==> config.mk <==
export PLATFORM = sky130hd
export DESIGN_NAME = tsca_ram
export DESIGN_NICKNAME = d
export VERILOG_FILES = /design/src/tsca_ram.sv
export SDC_FILE = /design/constraint.sdc
export NUM_CORES = 1
export LEC_CHECK = 0
export ABC_AREA = 0
export BUFFER_PORTS_ARGS = -buffer_cell sky130_fd_sc_hd__clkbuf_2
export CAP_MARGIN = 30
export CELL_PAD_IN_SITES_DETAIL_PLACEMENT = 2
export CELL_PAD_IN_SITES_GLOBAL_PLACEMENT = 2
export CORE_ASPECT_RATIO = 1.2
export CORE_MARGIN = 5
export CORE_UTILIZATION = 50
export CTS_BUF_LIST = sky130_fd_sc_hd__clkbuf_8
export DETAILED_ROUTE_END_ITERATION = 7
export GPL_TIMING_DRIVEN = 1
export PLACE_DENSITY = 0.85
export SLEW_MARGIN = 20
export SYNTH_ARGS = -nofsm -noshare
export SYNTH_HDL_FRONTEND = slang
export SYNTH_SLANG_ARGS = --single-unit
==> constraint.sdc <==
create_clock -name clk -period 1.9 [get_ports clk]
set_input_delay 0 -clock clk [delete_from_list [all_inputs] [get_ports clk]]
set_output_delay 0 -clock clk [all_outputs]
set_load 0.03 [all_outputs]
==> src/tsca_ram.sv <==
// tsca_ram: generic simple dual-port ram, one write port and one registered read port
// depends on nothing
module tsca_ram #(
    parameter int WIDTH = 8,
    parameter int DEPTH = 16
) (
    input  logic                     clk,
    input  logic                     we,
    input  logic [$clog2(DEPTH)-1:0] waddr,
    input  logic [WIDTH-1:0]         wdata,
    input  logic                     re,
    input  logic [$clog2(DEPTH)-1:0] raddr,
    output logic [WIDTH-1:0]         rdata
);

    logic [WIDTH-1:0] mem_reg [DEPTH];
    logic [WIDTH-1:0] rdata_reg;

    // write port
    always_ff @(posedge clk)
    begin
        if (we)
        begin
            mem_reg[waddr] <= wdata;
        end
    end

    // registered read port
    always_ff @(posedge clk)
    begin
        if (re)
        begin
            rdata_reg <= mem_reg[raddr];
        end
    end

    assign rdata = rdata_reg;

endmodule

== Word level (Yosys, flattened, before mapping) ==
Memory sizes are Yosys's and may differ from the RTL's. A register that Yosys moved wholly into a read port is not among the register bits.
Index checks and enable logic that the tools add are counted.
Widths: inputs -> output; s select.

* Bits in registers: 0
* Memory bits (writable): 128
* Input bits: 19
* Memories: 1

{| class="wikitable"
|+ Memories
! name !! depth !! width !! read ports !! clocked after memory_dff !! write ports !! RTL line !! RTL
|-
| mem_reg || 16 || 8 || 1 || 1 || 1 || 16 || <nowiki>logic [WIDTH-1:0] mem_reg [DEPTH];</nowiki>
|}

* Muxes and demuxes: 2

{| class="wikitable"
|+ Operator list
! operator !! number
|-
| $mux 1 || 2
|}

== Depth between registers and ports, before layout ==
* Depth in word-level cells: 2
* Gate-level depth with buffers: 5
* Depth with buffers taken out: 3

== Worst setup path after synthesis ==
Ideal clock, no wire load.

* Kind: input-to-reg
* Start: input waddr[2]
* End: memory mem_reg[0][0] (enable)
* Library setup time: 383 ps
* Arrival: 1110 ps
* Path slack: 407 ps
* Stages: 2
* Path buffers: 0
* Path through: or3b_2 -> nor3_1

{| class="wikitable"
|+ RTL lines
! what !! RTL line !! RTL
|-
| from (decl) || 9 || <nowiki>input logic [$clog2(DEPTH)-1:0] waddr,</nowiki>
|-
| to (decl) || 16 ||
|}

No word-level cell before the write port.

==> impl_results.md <==
* Layout Cells excl Fill at 427
* First-pass GRT wire length at 20300 um
* HP Class: in2reg
* Worst r2r src: mem_reg[0][1]
* WHS Path Cells at 1
* Status: complete, no violations
* Final WS setup at 0.244 ns
* Area Growth Syn to Fin at 15.4%
* Tot GR Track Use at 24.3%
* FF+latch count, synth at 136
* Final min period at 1.66 ns
* Placed inst area at 0.00560 mm^2
* Post-route DRC at 0
* Largest net degree at the start of global routing at 33
* Vias in the first global route at 2929
* Skew-Pair Late Insertion Delay at 0.44 ns
* Hold_buf cts at 2
* Final setup viols at 0
* Hpwl dp at 8580 um
* Rel. slew slack at 45.8%
* PD cells at 1040 mW/mm^2
* CTS-repair resized insts at 0
* Leading area contributor after synthesis: edfxtp_1
* Starting Density at 50.4%
* Count leader, synth: edfxtp_1
* Proportion of layout cells with a drive suffix above 1 at 31.5%
* Num CTS Buffers at 17
* Final instance area at 0.00603 mm^2
* Reg-to-Reg End: rdata[1]
* Ports at 27
* Filler cells at 848
* Row Count at 41
* Diode count at 0
* Met3 usage at 4.75%
* Leak at 2.03 nW
* Crit path arrival time at 1.85 ns
* Worst path required time at 2.09 ns
* Syn. warnings at 0
* Root Buffer: clkbuf_8
* Net count, final at 304
* Syn Area/Cell at 22.8 um^2
* Worst Setup Start Kind: flip-flop
* Most common library cells after synthesis: 136 x edfxtp_1, 18 x mux4_2, 16 x a22oi_1, 14 x mux4_1, 13 x nor2_1
* Pins Over Slew Limit at 0
* Grt peak-use layer: met2
* Sink Count at 136
* Top post-synthesis cells by area: edfxtp_1 78%, mux4_2 7.8%, mux4_1 7.0%
* Avg Vias per Cell at 6.15
* Initial antenna violation count at 0
* Pre-CTS setup slack at 0.137 ns
* Hold Path End: mem_reg[4][1]
* Routed WL at 13900 um
* Syn Std Cell Area at 0.00523 mm^2
* Max Buffers Root-to-Sink at 2
* Hold violation count in the final report at 0
* Max-cap violations at 0
* Port buffer count at 26
* Sequential area share after synthesis at 78.1%
* Chip width at 103 um
* Max reg flops at 128
* Hold Startpoint: wdata[1]
* Worst-margin pin slew at 0.811 ns
* Critical path peak fanout at 1
* GR Util met1 at 33.1%
* Die Height at 122 um
* R2r worst-path depth at 3
* Fin crit share at 87.2%
* Setup CP Type: reg2reg
* R2R setup slack at 0.24 ns
* CTS tree: yes
* Drt first pass iters at 4
* Async SR Flop Fraction at 0%
* # Post-CTS Setup Buffers at 0
* Synth Net Count at 248
* DRT antenna net count at 0
* CP Capture Type: flip-flop
* Most used DFF post-synth: edfxtp_1
* Total Neg Setup Slack at 0 ns
* Synthesized instance count at 229
* Via count at 2627
* CORE AREA at 0.0104 mm^2
* DR WL/cell at 32.6 um
* Starting DRT DRC Count at 266
* Cells after DPL at 393
* RSZ-0062 raised after global routing: false
* Clock transition at the registers of the reported paths at 0.09 ns
* Met2 Usage GRT at 39.4%
* GPL Wtd Cong at 0.739
* Yosys top cell area share at 78.1%
* Yosys cell types at 18
* Max Clk Rate at 604 MHz
* Die area at 0.0126 mm^2
* H-tree levels at 4
* EDFF count, synth at 136
* Clock skew at 0.0100 ns
* GRT overflow at 0
* VDD IR-drop max at 0.000610 V
per-stage QoR:
step	power (mW)	util, %	hold slack [ns]
final	6.25	58.2	0.00633
after global routing	6.49	58.2	0.0113
after CTS	6.32	58.2	0.00255
after detailed placement	3.83	54.0	0.445
after global placement	3.79	54.0	0.415
after floorplan	3.66	-	0.0989
cell families (layout without fill, tap and decap cells):
kind of cell,after synthesis,after routing,synth area share (%)
flops,136,136,78.1
mux,32,32,14.8
simple gates,35,35,3.14
buf+inv,10,79,1.65
compound gates,16,16,2.30
layout by cell type, fill, tap and decap left out:
master | netlist | layout
inv_6 | 0 | 3
dlygate4sd3_1 | 0 | 2
clkinv_2 | 0 | 1
or3b_2 | 1 | 1
clkinv_1 | 0 | 2
clkinv_4 | 0 | 2
clkbuf_8 | 0 | 17
nor2b_1 | 1 | 1
buf_4 | 1 | 17
nand2_1 | 9 | 9
and2_1 | 1 | 1
bufinv_16 | 0 | 3
edfxtp_1 | 136 | 136
clkinvlp_4 | 0 | 4
buf_12 | 0 | 2
and2b_1 | 1 | 1
nor2_1 | 13 | 13
a22oi_1 | 16 | 16
nor3_1 | 4 | 4
clkbuf_2 | 0 | 26
nand2b_1 | 2 | 2
mux4_2 | 18 | 18
mux4_1 | 14 | 14
nand3b_1 | 2 | 2
nand3_1 | 1 | 1
worst max path at each step:
stage / from / endpoint / slack (ns)
global placement: raddr[0] / rdata[1] / 0.30
detailed placement: raddr[0] / rdata[3] / 0.14
floorplan: waddr[2] / mem_reg[0][0] / 0.41
CTS: mem_reg[4][3] / rdata[3] / 0.23
finish: mem_reg[0][1] / rdata[1] / 0.24
global route: mem_reg[4][3] / rdata[3] / 0.22
power by group:
part	leakage [nW]	switching, mW	internal, mW	total, mW
Combinational	0.597	0.225	0.134	0.360
Clock	0.194	1.19	1.30	2.49
Sequential	1.24	0.0281	3.38	3.41
critical path: stages (launching register included):
cell and delay, ns:
edfxtp_1 0.43, mux4_1 0.55, a22oi_1 0.30, nand2_1 0.12
per-layer routing:
layer / up-vias / part of all wire [%]
met4: 0 / 1.9
met3: 20 / 3.3
met1: 1427 / 42
met5: - / 0
li1: 1095 / -
met2: 85 / 53
area by class of cell:
cell class / instances / area, um^2 / area share (%)
well taps: 129 / 161 / 2.68
repair buffers: 47 / 318 / 5.27
multi-input cells: 83 / 1060 / 17.5
clock inverters: 15 / 176 / 2.93
flip-flops and latches: 136 / 4080 / 67.7
clock buffers: 17 / 234 / 3.88
Power figures use the tool's default switching activity.
